--- config.mk ---
export PLATFORM = sky130hd
export DESIGN_NAME = depth_pixel_backprojection
export DESIGN_NICKNAME = d
export VERILOG_FILES = /design/src/rtl/dpb_pkg.sv /design/src/rtl/dpb_ctrl.sv /design/src/rtl/dpb_datapath.sv /design/src/rtl/depth_pixel_backprojection.sv
export SDC_FILE = /design/constraint.sdc
export NUM_CORES = 2
export LEC_CHECK = 0
export BUFFER_PORTS_ARGS = -buffer_cell sky130_fd_sc_hd__buf_2
export CORE_MARGIN = 5
export CORE_UTILIZATION = 57
export DETAILED_ROUTE_END_ITERATION = 10
export PLACE_DENSITY_LB_ADDON = 0.3
export SLEW_MARGIN = 20
export SYNTH_ARGS = -nofsm -noshare
export SYNTH_HDL_FRONTEND = slang
export SYNTH_SLANG_ARGS = --single-unit
--- constraint.sdc ---
create_clock -name aclk -period 13.35 [get_ports aclk]
set_clock_uncertainty 0.2 [all_clocks]
set_input_delay 0.6675 -clock aclk [delete_from_list [all_inputs] [get_ports aclk]]
set_output_delay 0.6675 -clock aclk [all_outputs]
set_load 0.03 [all_outputs]
--- src/rtl/dpb_pkg.sv ---
// dpb_pkg: types, constants and helper functions of the depth pixel back-projection block
// used by every rtl file of the block; depends on nothing
`default_nettype none

package dpb_pkg;

    // image geometry
    localparam int MAX_WIDTH   = 4096;
    localparam int COL_W       = $clog2(MAX_WIDTH);
    localparam int ROW_W       = 12;
    localparam int IMG_WIDTH_W = 13;

    // offset from the principal point, Q.4 pixels, magnitude only
    localparam int POS_W = (COL_W + 4 > 16) ? COL_W + 4 : 16;

    // shared multiplier: a operand holds |offset| * z, b operand holds a 24 bit factor
    localparam int MB_W   = 24;
    localparam int MA_W   = POS_W + 16;
    localparam int PROD_W = MA_W + MB_W;

    // Q.4 * Q8.8 * Q0.24 = Q.36, result is Q.8
    localparam int FRAC_SHIFT = 28;
    localparam int MAG_W      = PROD_W - FRAC_SHIFT + 1;

    // sampling: keep when lfsr mod KEEP_MODULUS is zero, by reciprocal multiply
    localparam int KEEP_MODULUS = 10;
    localparam int KEEP_SHIFT   = 16 + $clog2(KEEP_MODULUS);
    localparam int KEEP_RECIP_W = 17;
    localparam longint KEEP_RECIP_VAL =
        ((64'd1 << KEEP_SHIFT) + KEEP_MODULUS - 1) / KEEP_MODULUS;
    localparam logic [KEEP_RECIP_W-1:0] KEEP_RECIP = KEEP_RECIP_W'(KEEP_RECIP_VAL);

    localparam logic [15:0] LFSR_TAPS = 16'hB400;

    // configuration port
    localparam int CFG_IDX_W  = 3;
    localparam int CFG_DATA_W = 24;

    localparam logic [CFG_IDX_W-1:0] CFG_IMAGE_WIDTH = 3'd0;
    localparam logic [CFG_IDX_W-1:0] CFG_CENTER_X    = 3'd1;
    localparam logic [CFG_IDX_W-1:0] CFG_CENTER_Y    = 3'd2;
    localparam logic [CFG_IDX_W-1:0] CFG_INV_FOCAL_X = 3'd3;
    localparam logic [CFG_IDX_W-1:0] CFG_INV_FOCAL_Y = 3'd4;
    localparam logic [CFG_IDX_W-1:0] CFG_DEPTH_SCALE = 3'd5;
    localparam logic [CFG_IDX_W-1:0] CFG_SAMPLE_SEED = 3'd6;

    localparam logic [IMG_WIDTH_W-1:0] RST_IMAGE_WIDTH = 13'd640;
    localparam logic [15:0]            RST_CENTER_X    = 16'd5120;
    localparam logic [15:0]            RST_CENTER_Y    = 16'd3840;
    localparam logic [MB_W-1:0]        RST_INV_FOCAL_X = 24'd32263;
    localparam logic [MB_W-1:0]        RST_INV_FOCAL_Y = 24'd32263;
    localparam logic [15:0]            RST_DEPTH_SCALE = 16'd28494;
    localparam logic [15:0]            RST_SAMPLE_SEED = 16'd44257;

    typedef struct packed {
        logic [15:0] depth_raw;
        logic        start_of_frame;
    } in_item_t;

    typedef struct packed {
        logic signed [31:0] point_x;
        logic signed [31:0] point_y;
        logic [15:0]        point_z;
    } out_item_t;

    typedef enum logic [2:0] {
        ST_IDLE,
        ST_MUL_Z,
        ST_CHECK_Z,
        ST_MUL_X1,
        ST_MUL_X2,
        ST_MUL_Y1,
        ST_MUL_Y2,
        ST_DONE
    } state_t;

    typedef enum logic [2:0] {
        MUL_DEPTH,
        MUL_DX,
        MUL_DY,
        MUL_INVX,
        MUL_INVY
    } mul_op_t;

    typedef struct packed {
        logic    take;
        logic    mul_en;
        mul_op_t mul_op;
        logic    load_z;
        logic    load_x;
        logic    load_out;
    } cmd_t;

    typedef struct packed {
        logic keep;
        logic z_zero;
    } status_t;

    // galois lfsr, shift right, taps applied when a one drops out
    function automatic logic [15:0] lfsr_step(logic [15:0] s);
        logic [15:0] n;
        n = {1'b0, s[15:1]};
        if (s[0]) begin
            n = n ^ LFSR_TAPS;
        end
        return n;
    endfunction

    // round half away from zero, then apply sign; magnitude stays far below 2^31
    function automatic logic signed [31:0] round_point(logic [PROD_W-1:0] prod, logic neg);
        logic [PROD_W:0]  sum;
        logic [MAG_W-1:0] mag;
        logic [31:0]      m32;
        sum = {1'b0, prod} + ((PROD_W + 1)'(1) << (FRAC_SHIFT - 1));
        mag = sum[PROD_W:FRAC_SHIFT];
        m32 = 32'(mag);
        return neg ? signed'(32'd0 - m32) : signed'(m32);
    endfunction

endpackage

`default_nettype wire

--- src/rtl/dpb_ctrl.sv ---
// dpb_ctrl: sequencing state machine of the back-projection block
// depends on dpb_pkg; drives the datapath through cmd_t and reads status_t
`default_nettype none

module dpb_ctrl (
    input  wire logic             aclk,
    input  wire logic             aresetn,
    input  wire logic             s_valid,
    output logic                  s_ready,
    input  wire logic             out_free,
    input  wire dpb_pkg::status_t status,
    output dpb_pkg::cmd_t         cmd
);

    dpb_pkg::state_t state_reg;
    dpb_pkg::state_t state_next;

    always_ff @(posedge aclk) begin
        if (!aresetn) begin
            state_reg <= dpb_pkg::ST_IDLE;
        end else begin
            state_reg <= state_next;
        end
    end

    always_comb begin
        state_next   = state_reg;
        s_ready      = 1'b0;
        cmd          = '0;
        cmd.mul_op   = dpb_pkg::MUL_DEPTH;
        case (state_reg)
            dpb_pkg::ST_IDLE: begin
                // no transaction is taken while reset is held
                s_ready  = aresetn;
                cmd.take = s_valid && aresetn;
                if (s_valid && aresetn && status.keep) begin
                    state_next = dpb_pkg::ST_MUL_Z;
                end
            end
            dpb_pkg::ST_MUL_Z: begin
                cmd.mul_en = 1'b1;
                cmd.mul_op = dpb_pkg::MUL_DEPTH;
                state_next = dpb_pkg::ST_CHECK_Z;
            end
            dpb_pkg::ST_CHECK_Z: begin
                cmd.load_z = 1'b1;
                state_next = status.z_zero ? dpb_pkg::ST_IDLE : dpb_pkg::ST_MUL_X1;
            end
            dpb_pkg::ST_MUL_X1: begin
                cmd.mul_en = 1'b1;
                cmd.mul_op = dpb_pkg::MUL_DX;
                state_next = dpb_pkg::ST_MUL_X2;
            end
            dpb_pkg::ST_MUL_X2: begin
                cmd.mul_en = 1'b1;
                cmd.mul_op = dpb_pkg::MUL_INVX;
                state_next = dpb_pkg::ST_MUL_Y1;
            end
            dpb_pkg::ST_MUL_Y1: begin
                cmd.load_x = 1'b1;
                cmd.mul_en = 1'b1;
                cmd.mul_op = dpb_pkg::MUL_DY;
                state_next = dpb_pkg::ST_MUL_Y2;
            end
            dpb_pkg::ST_MUL_Y2: begin
                cmd.mul_en = 1'b1;
                cmd.mul_op = dpb_pkg::MUL_INVY;
                state_next = dpb_pkg::ST_DONE;
            end
            dpb_pkg::ST_DONE: begin
                if (out_free) begin
                    cmd.load_out = 1'b1;
                    state_next   = dpb_pkg::ST_IDLE;
                end
            end
            default: begin
                state_next = dpb_pkg::ST_IDLE;
            end
        endcase
    end

    // a pixel lost to sampling frees the block at once
    assert property (@(posedge aclk) disable iff (!aresetn)
        (cmd.take && !status.keep) |=> (state_reg == dpb_pkg::ST_IDLE))
        else $error("dropped pixel did not return to idle");

    // zero depth ends the item without touching the multiplier again
    assert property (@(posedge aclk) disable iff (!aresetn)
        (state_reg == dpb_pkg::ST_CHECK_Z && status.z_zero) |=> !cmd.mul_en)
        else $error("zero depth item kept running");

endmodule

`default_nettype wire

--- src/rtl/dpb_datapath.sv ---
// dpb_datapath: config registers, pixel counters, lfsr sampler, shared multiplier
// depends on dpb_pkg; steered by dpb_ctrl through cmd_t
`default_nettype none

module dpb_datapath (
    input  wire logic                              aclk,
    input  wire logic                              aresetn,
    input  wire logic                              cfg_wr_en,
    input  wire logic [dpb_pkg::CFG_IDX_W-1:0]     cfg_index,
    input  wire logic [dpb_pkg::CFG_DATA_W-1:0]    cfg_wr_data,
    input  wire dpb_pkg::in_item_t                 s_item,
    input  wire dpb_pkg::cmd_t                     cmd,
    output dpb_pkg::status_t                       status,
    output dpb_pkg::out_item_t                     result
);

    // configuration
    logic [dpb_pkg::IMG_WIDTH_W-1:0] img_width_reg;
    logic [15:0]                     center_x_reg;
    logic [15:0]                     center_y_reg;
    logic [dpb_pkg::MB_W-1:0]        inv_fx_reg;
    logic [dpb_pkg::MB_W-1:0]        inv_fy_reg;
    logic [15:0]                     scale_reg;
    logic [15:0]                     seed_reg;

    // pixel position and sampler state
    logic [dpb_pkg::COL_W-1:0] col_reg, col_next;
    logic [dpb_pkg::ROW_W-1:0] row_reg, row_next;
    logic [15:0]               lfsr_reg, lfsr_next;

    // per item working registers
    logic [15:0]                depth_reg;
    logic [dpb_pkg::POS_W-1:0]  dx_abs_reg, dx_abs_next;
    logic                       dx_neg_reg, dx_neg_next;
    logic [dpb_pkg::POS_W-1:0]  dy_abs_reg, dy_abs_next;
    logic                       dy_neg_reg, dy_neg_next;
    logic [15:0]                z_reg, z_next;
    logic [dpb_pkg::PROD_W-1:0] prod_reg, prod_next;
    logic signed [31:0]         x_reg;

    logic [dpb_pkg::COL_W:0]   width_eff;
    logic [dpb_pkg::COL_W-1:0] u;
    logic [dpb_pkg::ROW_W-1:0] v;
    logic [dpb_pkg::COL_W:0]   col_inc;
    logic [15:0]               lfsr_base;
    logic [15:0]               lfsr_stepped;
    logic [15:0]               keep_q;
    logic [15+dpb_pkg::KEEP_RECIP_W:0] keep_prod;
    logic                      keep_hit;
    logic [dpb_pkg::POS_W:0]   pos_x, pos_y, cen_x, cen_y, diff_x, diff_y;
    logic [dpb_pkg::MA_W-1:0]  mul_a;
    logic [dpb_pkg::MB_W-1:0]  mul_b;
    logic [32:0]               z_sum;
    logic                      z_is_zero;

    always_ff @(posedge aclk) begin
        if (!aresetn) begin
            img_width_reg <= dpb_pkg::RST_IMAGE_WIDTH;
            center_x_reg  <= dpb_pkg::RST_CENTER_X;
            center_y_reg  <= dpb_pkg::RST_CENTER_Y;
            inv_fx_reg    <= dpb_pkg::RST_INV_FOCAL_X;
            inv_fy_reg    <= dpb_pkg::RST_INV_FOCAL_Y;
            scale_reg     <= dpb_pkg::RST_DEPTH_SCALE;
            seed_reg      <= dpb_pkg::RST_SAMPLE_SEED;
        end else if (cfg_wr_en) begin
            case (cfg_index)
                dpb_pkg::CFG_IMAGE_WIDTH: img_width_reg <= cfg_wr_data[dpb_pkg::IMG_WIDTH_W-1:0];
                dpb_pkg::CFG_CENTER_X:    center_x_reg  <= cfg_wr_data[15:0];
                dpb_pkg::CFG_CENTER_Y:    center_y_reg  <= cfg_wr_data[15:0];
                dpb_pkg::CFG_INV_FOCAL_X: inv_fx_reg    <= cfg_wr_data;
                dpb_pkg::CFG_INV_FOCAL_Y: inv_fy_reg    <= cfg_wr_data;
                dpb_pkg::CFG_DEPTH_SCALE: scale_reg     <= cfg_wr_data[15:0];
                dpb_pkg::CFG_SAMPLE_SEED: seed_reg      <= cfg_wr_data[15:0];
                default: begin
                end
            endcase
        end
    end

    // width clamped to 1..MAX_WIDTH
    always_comb begin
        if (img_width_reg == '0) begin
            width_eff = (dpb_pkg::COL_W + 1)'(1);
        end else if (32'(img_width_reg) > 32'(dpb_pkg::MAX_WIDTH)) begin
            width_eff = (dpb_pkg::COL_W + 1)'(dpb_pkg::MAX_WIDTH);
        end else begin
            width_eff = (dpb_pkg::COL_W + 1)'(img_width_reg);
        end
    end

    // position, counter advance and sampling decision for the offered pixel
    always_comb begin
        u = s_item.start_of_frame ? '0 : col_reg;
        v = s_item.start_of_frame ? '0 : row_reg;
        if ({1'b0, u} >= width_eff) begin
            u = '0;
        end
        col_inc = {1'b0, u} + (dpb_pkg::COL_W + 1)'(1);
        if (col_inc >= width_eff) begin
            col_next = '0;
            row_next = v + dpb_pkg::ROW_W'(1);
        end else begin
            col_next = col_inc[dpb_pkg::COL_W-1:0];
            row_next = v;
        end

        if (s_item.start_of_frame) begin
            lfsr_base = (seed_reg == '0) ? 16'd1 : seed_reg;
        end else begin
            lfsr_base = lfsr_reg;
        end
        lfsr_stepped = dpb_pkg::lfsr_step(lfsr_base);
        lfsr_next    = lfsr_stepped;

        keep_prod = (16 + dpb_pkg::KEEP_RECIP_W)'(lfsr_stepped)
                    * (16 + dpb_pkg::KEEP_RECIP_W)'(dpb_pkg::KEEP_RECIP);
        keep_q    = 16'(keep_prod >> dpb_pkg::KEEP_SHIFT);
        keep_hit  = ((32'(keep_q) * 32'(dpb_pkg::KEEP_MODULUS)) == 32'(lfsr_stepped));

        pos_x  = (dpb_pkg::POS_W + 1)'({u, 4'b0000});
        pos_y  = (dpb_pkg::POS_W + 1)'({v, 4'b0000});
        cen_x  = (dpb_pkg::POS_W + 1)'(center_x_reg);
        cen_y  = (dpb_pkg::POS_W + 1)'(center_y_reg);
        diff_x = pos_x - cen_x;
        diff_y = pos_y - cen_y;
        dx_neg_next = diff_x[dpb_pkg::POS_W];
        dy_neg_next = diff_y[dpb_pkg::POS_W];
        dx_abs_next = dx_neg_next ? dpb_pkg::POS_W'(cen_x - pos_x) : dpb_pkg::POS_W'(diff_x);
        dy_abs_next = dy_neg_next ? dpb_pkg::POS_W'(cen_y - pos_y) : dpb_pkg::POS_W'(diff_y);
    end

    always_ff @(posedge aclk) begin
        if (!aresetn) begin
            col_reg  <= '0;
            row_reg  <= '0;
            lfsr_reg <= 16'd1;
        end else if (cmd.take) begin
            col_reg  <= col_next;
            row_reg  <= row_next;
            lfsr_reg <= lfsr_next;
        end
    end

    // shared multiplier operand select
    always_comb begin
        case (cmd.mul_op)
            dpb_pkg::MUL_DEPTH: begin
                mul_a = dpb_pkg::MA_W'(depth_reg);
                mul_b = dpb_pkg::MB_W'(scale_reg);
            end
            dpb_pkg::MUL_DX: begin
                mul_a = dpb_pkg::MA_W'(dx_abs_reg);
                mul_b = dpb_pkg::MB_W'(z_reg);
            end
            dpb_pkg::MUL_DY: begin
                mul_a = dpb_pkg::MA_W'(dy_abs_reg);
                mul_b = dpb_pkg::MB_W'(z_reg);
            end
            dpb_pkg::MUL_INVX: begin
                mul_a = prod_reg[dpb_pkg::MA_W-1:0];
                mul_b = inv_fx_reg;
            end
            dpb_pkg::MUL_INVY: begin
                mul_a = prod_reg[dpb_pkg::MA_W-1:0];
                mul_b = inv_fy_reg;
            end
            default: begin
                mul_a = '0;
                mul_b = '0;
            end
        endcase
        prod_next = dpb_pkg::PROD_W'(mul_a) * dpb_pkg::PROD_W'(mul_b);
    end

    // z = round half up of depth * scale / 2^16
    always_comb begin
        z_sum     = {1'b0, prod_reg[31:0]} + 33'h0_0000_8000;
        z_next    = z_sum[31:16];
        z_is_zero = (z_next == '0);
    end

    always_comb begin
        status.keep   = keep_hit;
        status.z_zero = z_is_zero;
    end

    always_ff @(posedge aclk) begin
        if (cmd.take) begin
            depth_reg  <= s_item.depth_raw;
            dx_abs_reg <= dx_abs_next;
            dx_neg_reg <= dx_neg_next;
            dy_abs_reg <= dy_abs_next;
            dy_neg_reg <= dy_neg_next;
        end
        if (cmd.mul_en) begin
            prod_reg <= prod_next;
        end
        if (cmd.load_z) begin
            z_reg <= z_next;
        end
        if (cmd.load_x) begin
            x_reg <= dpb_pkg::round_point(prod_reg, dx_neg_reg);
        end
    end

    assign result.point_x = x_reg;
    assign result.point_y = dpb_pkg::round_point(prod_reg, dy_neg_reg);
    assign result.point_z = z_reg;

    // column counter never leaves the row it was sized for
    assert property (@(posedge aclk) disable iff (!aresetn)
        cmd.take |=> ({1'b0, col_reg} < $past(width_eff)))
        else $error("column counter beyond image width");

    // lfsr never locks at zero
    assert property (@(posedge aclk) disable iff (!aresetn)
        cmd.take |=> (lfsr_reg != '0))
        else $error("sampling lfsr reached zero");

endmodule

`default_nettype wire

--- src/rtl/depth_pixel_backprojection.sv ---
// depth_pixel_backprojection: top level, controller + datapath + output register
// depends on dpb_pkg, dpb_ctrl and dpb_datapath
//
//  channel   direction  handshake              payload
//  s_        in         s_valid / s_ready      s_item  (depth_raw, start_of_frame)
//  m_        out        m_valid / m_ready      m_point (point_x, point_y, point_z)
//  cfg_      in         cfg_wr_en (no wait)    cfg_index, cfg_wr_data
//
//  a pixel lost to sampling returns the block to idle at once, a sampled pixel of zero
//  depth ends after the depth check: one shared 32x24 multiplier runs depth*scale, then
//  for a kept pixel |du|*z, *1/fx, |dv|*z, *1/fy back to back, one product a cycle
//  reset (aresetn low at a clock edge) loads default calibration, clears the
//  counters and sets the lfsr to 1; no clearing pass
//  the output register holds one finished point; the next pixel is taken while it
//  waits, and a second point waits in the last step until the register frees up
`default_nettype none

module depth_pixel_backprojection (
    input  wire logic                           aclk,
    input  wire logic                           aresetn,

    // pixel input
    input  wire logic                           s_valid,
    output logic                                s_ready,
    input  wire dpb_pkg::in_item_t              s_item,

    // point output
    output logic                                m_valid,
    input  wire logic                           m_ready,
    output dpb_pkg::out_item_t                  m_point,

    // configuration writes
    input  wire logic                           cfg_wr_en,
    input  wire logic [dpb_pkg::CFG_IDX_W-1:0]  cfg_index,
    input  wire logic [dpb_pkg::CFG_DATA_W-1:0] cfg_wr_data
);

    dpb_pkg::cmd_t      cmd;
    dpb_pkg::status_t   status;
    dpb_pkg::out_item_t result;

    // output register
    logic               m_valid_reg;
    logic               m_valid_next;
    dpb_pkg::out_item_t m_point_reg;
    logic               out_free;

    // register can take a point when empty or when its point leaves this cycle
    assign out_free = !m_valid_reg || m_ready;

    dpb_ctrl u_ctrl (
        .aclk     (aclk),
        .aresetn  (aresetn),
        .s_valid  (s_valid),
        .s_ready  (s_ready),
        .out_free (out_free),
        .status   (status),
        .cmd      (cmd)
    );

    dpb_datapath u_datapath (
        .aclk        (aclk),
        .aresetn     (aresetn),
        .cfg_wr_en   (cfg_wr_en),
        .cfg_index   (cfg_index),
        .cfg_wr_data (cfg_wr_data),
        .s_item      (s_item),
        .cmd         (cmd),
        .status      (status),
        .result      (result)
    );

    // valid set on load, cleared once the transaction completes
    always_comb begin
        m_valid_next = m_valid_reg;
        if (cmd.load_out) begin
            m_valid_next = 1'b1;
        end else if (m_valid_reg && m_ready) begin
            m_valid_next = 1'b0;
        end
    end

    always_ff @(posedge aclk) begin
        if (!aresetn) begin
            m_valid_reg <= 1'b0;
        end else begin
            m_valid_reg <= m_valid_next;
        end
    end

    // payload needs no reset
    always_ff @(posedge aclk) begin
        if (cmd.load_out) begin
            m_point_reg <= result;
        end
    end

    assign m_valid = m_valid_reg;
    assign m_point = m_point_reg;

    // a waiting point is never overwritten
    assert property (@(posedge aclk) disable iff (!aresetn)
        cmd.load_out |-> (!m_valid_reg || m_ready))
        else $error("output register overwritten while full");

endmodule

`default_nettype wire
-- Word level (Yosys, flattened, before mapping)
Cells that the tools add are included.
- bits in registers: 397
- output and inout bits: 82
- word-level logic and storage cells: 112
- add/sub/neg operators: 9
- multipliers: 3
- order comparisons: 3
- eq/ne operators: 20
- mux-type cells: 29
- bitwise gates (word level): 1
- reductions and logical operators: 22
- operators by type and width (cell ; number):
    32-bit one-hot mux with 4 select lines ; 1
    24-bit one-hot mux with 4 select lines ; 1
    16-bit two-way mux ; 5
    12-bit two-way mux ; 5
    29-bit two-way mux ; 2
    56-bit by 28-bit adder with 57-bit output (second input constant) ; 1
    32-bit by 24-bit multiplier with 56-bit output ; 1
    16-bit by 16-bit subtractor with 17-bit output ; 2
    32-bit by 16-bit adder with 32-bit output (second input constant) ; 1
    16-bit zero test ; 2
    16-bit by 16-bit multiplier with 32-bit output (second input constant) ; 1
    16-bit subtractor ; 2
    1-bit by 29-bit subtractor with 30-bit output (first input constant) ; 1
    13-bit two-way mux ; 2
    3-bit equality test (second input constant) ; 8
    3-bit one-hot mux with 8 select lines ; 1
    20-bit by 16-bit equality test with 1-bit output ; 1
    4-bit one-hot mux with 5 select lines ; 1
    3-bit by 2-bit equality test with 1-bit output (second input constant) ; 6
    13-bit by 3-bit multiplier with 16-bit output (second input constant) ; 1
    2-bit AND reduction ; 8
    12-bit by 1-bit adder with 13-bit output (second input constant) ; 1
    12-bit by 13-bit greater-or-equal comparator with 1-bit output ; 1
    13-bit greater-or-equal comparator ; 1
    other kinds (16) ; 31

-- Longest topological paths before layout
- depth in word-level cells: 11
- depth in mapped cells: 39
- depth with buffers taken out: 37

-- Hierarchy
From an unflattened synthesis, not the netlist that was laid out.
- cells, all modules: 5361
- area total of the unflattened synthesis: 48930.7 um^2
- by module, submodules not included (module ; times used ; cells each ; area each (um^2) ; sequential area each (um^2)):
    dpb_datapath ; 1 ; 5243 ; 46224.3 ; 7867.5
    depth_pixel_backprojection ; 1 ; 84 ; 2451.1 ; 2422.3
    dpb_ctrl ; 1 ; 34 ; 255.2 ; 60.1

-- Worst setup path after synthesis
Ideal clock, no wire load.
- path kind: input to register
- start: in s_item[0] (netlist bit)
- end: reg u_ctrl.state_reg[0]
- setup time: 116 ps
- data arrival time: 9389 ps
- path slack: 3644 ps
- stages: 38
- cells stage by stage: buf_2 > buf_1 > clkbuf_1 > buf_1 > mux2i_1 > ha_1 > inv_1 > ha_1 > ha_1 > inv_1 > fa_1 > inv_1 > fa_1 > fa_1 > inv_1 > fa_1 > inv_1 > ha_1 > [... 2 more ...] > a211oi_1 > a21boi_0 > a221oi_1 > o21ai_0 > o21ai_0 > nor2b_1 > xnor2_1 > ha_1 > ha_1 > nor3_1 > o2111ai_1 > a41oi_1 > nor2b_1 > o21a_1 > nor2_1 > xnor2_1 > mux2i_1 > a31o_2
- cells in the longest elaborated chain, start to end: 9
- ends and longest elaborated chain (what ; line ; source):
    from (decl) ; depth_pixel_backprojection.sv:25 ; input wire dpb_pkg::in_item_t s_item,
    16-bit two-way mux (*) ; dpb_datapath.sv:107 ; if (s_item.start_of_frame) begin
    3-bit NOT with 4-bit output (no source line) ; n/a ;
    16-bit two-way mux (*) ; dpb_pkg.sv:103 ; if (s[0]) begin
    named net u_datapath.lfsr_next[12] ; dpb_datapath.sv:29 ; logic [15:0] lfsr_reg, lfsr_next;
    16-bit by 16-bit multiplier with 32-bit output ; dpb_datapath.sv:116 ; * (16 + dpb_pkg::KEEP_RECIP_W)'(dpb_pkg::KEEP_RECIP);
    13-bit by 3-bit multiplier with 16-bit output ; dpb_datapath.sv:118 ; keep_hit = ((32'(keep_q) * 32'(dpb_pkg::KEEP_MODULUS)) == 32'(lfsr_stepped));
    20-bit by 16-bit equality test with 1-bit output (*) ; dpb_datapath.sv:118 ;
    1-bit logical AND (*) ; dpb_ctrl.sv:36 ; if (s_valid && aresetn && status.keep) begin
    2-bit by 1-bit inequality test with 1-bit output (no source line) (*) ; n/a ;
    2-bit AND reduction (no source line) (*) ; n/a ;
    to (signal assigned) ; dpb_ctrl.sv:20 ; state_reg <= dpb_pkg::ST_IDLE;
    to (signal assigned) ; dpb_ctrl.sv:22 ; state_reg <= state_next;
    to (decl) ; dpb_ctrl.sv:15 ; dpb_pkg::state_t state_reg;
The timed path passes the listed nets; every way through them passes the cells marked *.
A chain may end at the register's enable or synchronous reset.

-- Worst setup path after layout
- start: reg u_datapath.seed_reg[4]
- end: reg u_ctrl.state_reg[0]
- cells in the longest elaborated chain, start to end: 11
- ends and longest elaborated chain (what ; line ; source):
    from (decl) ; dpb_datapath.sv:24 ; logic [15:0] seed_reg;
    from (signal assigned) ; dpb_datapath.sv:64 ; seed_reg <= dpb_pkg::RST_SAMPLE_SEED;
    from (signal assigned) ; dpb_datapath.sv:73 ; dpb_pkg::CFG_SAMPLE_SEED: seed_reg <= cfg_wr_data[15:0];
    16-bit zero test (*) ; dpb_datapath.sv:108 ; lfsr_base = (seed_reg == '0) ? 16'd1 : seed_reg;
    16-bit two-way mux (*) ; dpb_datapath.sv:108 ;
    16-bit two-way mux (*) ; dpb_datapath.sv:107 ;
    3-bit NOT with 4-bit output (no source line) ; n/a ;
    16-bit two-way mux (*) ; dpb_pkg.sv:103 ;
    named net u_datapath.lfsr_next[13] ; dpb_datapath.sv:29 ;
    16-bit by 16-bit multiplier with 32-bit output ; dpb_datapath.sv:116 ;
    13-bit by 3-bit multiplier with 16-bit output ; dpb_datapath.sv:118 ;
    20-bit by 16-bit equality test with 1-bit output (*) ; dpb_datapath.sv:118 ;
    1-bit logical AND (*) ; dpb_ctrl.sv:36 ;
    2-bit by 1-bit inequality test with 1-bit output (no source line) (*) ; n/a ;
    2-bit AND reduction (no source line) (*) ; n/a ;
Marked as above.

==> key figures <==
Yosys
  • Post-synthesis register bit count: ~400
  • Post-synthesis sequential area ratio: 20.6%
  • Post-synth EDFFs: between 200 and 250
  • Cells after Synth: about 5500
  • Post-Syn Area: around 50000 µm²
  • Ranking of synthesized cells by area: fa_1 30%, edfxtp_1 14%, ha_1 10%, nand2_1 7.4%, inv_1 7.1%
  • Share of the synthesized area in the top cell type: 29.8%
  • Synth area leader: fa_1
  • Prevailing post-synth register cell: edfxtp_1
  • Ys async rst share: 0%
  • Synth warn: 0
  • Avg Cell Area, Syn: a little over 9 µm²
  • Post-Syn Nets: 6675
  • Yosys cell types: 96

Clock tree
  • Clock Latency Late Sink: roughly 0.60 ns
  • Cts repair resizes: 0
  • Clk buf depth: 3
  • Clock transition at path regs: ~0.07 ns
  • CTS buffer count: 42
  • Clock tree root buffer cell: clkbuf_16
  • Total clock sinks: between 300 and 400
  • CTS H-tree depth: 2
  • Cts hold-fix bufs: 0
  • Postcts setup bufs: 0
  • CTS tree: yes

Power and ir drop
  • Pwr/cell area: 214 nW/µm²
  • Leak: around 0.024 µW
  • VDD IR-drop max: between 600 and 700 µV

Die
  • Core Area: about 87000 µm²
  • Starting Density: about 57%
  • DIE AREA: slightly above 90000 µm²
  • # IOs: 131
  • Die Y: a little over 300 µm
  • Row cnt: 108
  • Die extent in x: between 300 and 400 µm

Setup path
  • CP required: approximately 14 ns
  • Largest stage delay, worst path: between 0.6 and 0.7 ns
  • Critical Path Sink Type: register
  • Startpoint types: register
  • Slowest cell on the critical path: a21boi_0
  • Critical path class: reg2reg
  • Crit Path Max Fanout: 13
  • WP data arrival: 10.57 ns
  • Top cell by count, worst path: ha_1

Final layout
  • Final net count: roughly 6700
  • Max reg flops: 76
  • Area grow syn2layout: 6.47%
  • Fraction of layout cells with a size suffix above 1: a little under 7%
  • Most frequent cells in the layout: 986 x nand2_1, 934 x inv_1, 741 x fa_1
  • Fin util: around three fifths
  • Non-filler instance count after layout: 6668
  • Most common cell after layout, fill and taps aside: nand2_1

STA
  • Slew Limit Fails: 0
  • Final hold violations: 0
  • Tmin final: ~10 ns
  • Period utilisation layout: around 77%
  • Relative slew margins: a little under a quarter
  • Max Clk Rate: 0.0972 GHz
  • Setup violators final: 0
  • Worst Tran Pin Value: ~1.1 ns
  • Setup TNS: 0 ns
  • RSZ-0062 raised after global routing: no

Route
  • DRC: 0
  • Routed WL per cell: 21.1 µm
  • Met1 WL: ~56 mm
  • Antenna-violating nets left: 0
  • TritonRoute pass-1 iters: 6
  • WL met3: about 12 mm
  • Uppermost layer routed: met4
  • Met2 WL: approximately 66 mm
  • Routed vias: around 38000
  • DRT iter0 DRCs: 3237
  • Final wirelength: 141 mm
  • Via/cell ratio: 5.77

GRT
  • Largest net degree at the start of global routing: 76
  • Antenna violations before repair: 10
  • First-pass GRT wire length: around 220 mm
  • Vias in the first global route: 39400
  • Total Routing Usage GR: between 30 and 40%
  • Total gr overflow: 0

Placement
  • Placed Instances: between 6000 and 7000
  • Hpwl dp: 108 mm
  • Placer congestion estimate: about 0.97
  • I/O Buffers: 130

Run status
  • Outcome: finished, final reports clean

Run
  • Max-Cap Viols: 0

Worst hold path
  • Min-delay worst type: in2reg
## routing by layer
metal | up-vias | track usage [%]
met3 | 343 | 4.92
met2 | 1675 | 48.9
met1 | 19100 | 40.8
met5 | - | 0
li1 | 17300 | -
met4 | 0 | 11.6
## critical path: cells and delay by family (launching register included)
kind                     cells  cell delay (ns)
multiplexers                 1             0.09
AO/OA/AOI/OAI               11             3.09
XOR/XNOR                     3             0.88
adder cells (fa/ha/maj)      9             3.58
buffers and inverters        4             0.54
flip-flops                   1             0.34
AND/OR/NAND/NOR              7             1.47
## worst paths after layout
kind	start	end	slack, ns	cells after the start
setup / recovery	u_datapath.seed_reg[4]$_SDFFE_PN0P_	u_ctrl.state_reg[0]$_SDFFE_PN0P_	3.06	35
hold / removal	s_item[15]	u_datapath.depth_reg[14]$_DFFE_PP_	0.05	1
setup reg to reg	u_datapath.seed_reg[4]$_SDFFE_PN0P_	u_ctrl.state_reg[0]$_SDFFE_PN0P_	3.06	35
hold reg to reg	u_datapath.x_reg[4]$_DFFE_PP_	m_point[52]$_DFFE_PP_	0.21	0
## cells in the mapped netlist, types with 9 or more instances
| cell type | count |
|---|---|
| a22o_1 | 9 |
| nand2_1 | 986 |
| a21boi_0 | 10 |
| nor2_1 | 311 |
| mux2_2 | 18 |
| edfxtp_1 | 228 |
| xnor2_1 | 136 |
| or2_2 | 10 |
| mux2i_1 | 91 |
| nor4_1 | 21 |
| nand2b_1 | 30 |
| o31ai_1 | 16 |
| fa_1 | 741 |
| clkbuf_1 | 207 |
| nand4_1 | 25 |
| o21ai_1 | 13 |
| nor3_1 | 60 |
| o21a_1 | 26 |
| buf_1 | 31 |
| or3_1 | 11 |
| a21oi_1 | 209 |
| o22a_1 | 10 |
| xor2_1 | 97 |
| dfxtp_1 | 169 |
| and2_1 | 78 |
| a211oi_1 | 28 |
| o311a_1 | 12 |
| a31oi_1 | 14 |
| o21bai_1 | 13 |
| and3_1 | 28 |
| ha_1 | 406 |
| nand3_1 | 112 |
| nor2b_1 | 79 |
| a21o_1 | 46 |
| inv_1 | 935 |
| o211ai_1 | 22 |
| o21ai_0 | 104 |
## final cells by class
type / instances / area [µm²]
Clock inverter: 23 / 239
Sequential cell: 397 / 10200
Tap cell: 1155 / 1450
Fill cell: 7332 / 33700
Timing Repair Buffer: 206 / 1220
Clock buffer: 55 / 1210
Inverter: 939 / 3530
Multi-Input combinational cell: 3888 / 35000
Antenna cell: 5 / 12.5
## logic make-up after synthesis
| logic type | after synthesis | synth area share (%) |
|---|---|---|
| buf+inv | 1194 | 9.18 |
| xor+xnor | 234 | 4.14 |
| simple gates | 1795 | 16.0 |
| compound gates | 600 | 7.73 |
| flops | 397 | 20.6 |
| mux | 112 | 2.34 |
| fa+ha+maj | 1147 | 40.1 |
## through the flow
| stage | setup WS (ns) | instance area [µm²] | power, µW | hold WS [ns] |
|---|---|---|---|---|
| finish | 3.06 | 52900 | 11400 | 0.0540 |
| CTS | 3.16 | 52900 | 11300 | 0.0239 |
| floorplan | 3.64 | 49700 | 8050 | 0.200 |
| detailed placement | 2.84 | 51500 | 10000 | 0.205 |
| global route | 2.38 | 52900 | 12500 | 0.0436 |
| global placement | 2.91 | 51400 | 10000 | 0.203 |
## power by group
| group | switching, µW | internal (µW) |
|---|---|---|
| Sequential | 16.7 | 1480 |
| Clock | 534 | 709 |
| Combinational | 4950 | 3660 |
| Total | 5500 | 5850 |
Note: power is estimated with default switching activity, not from simulation.
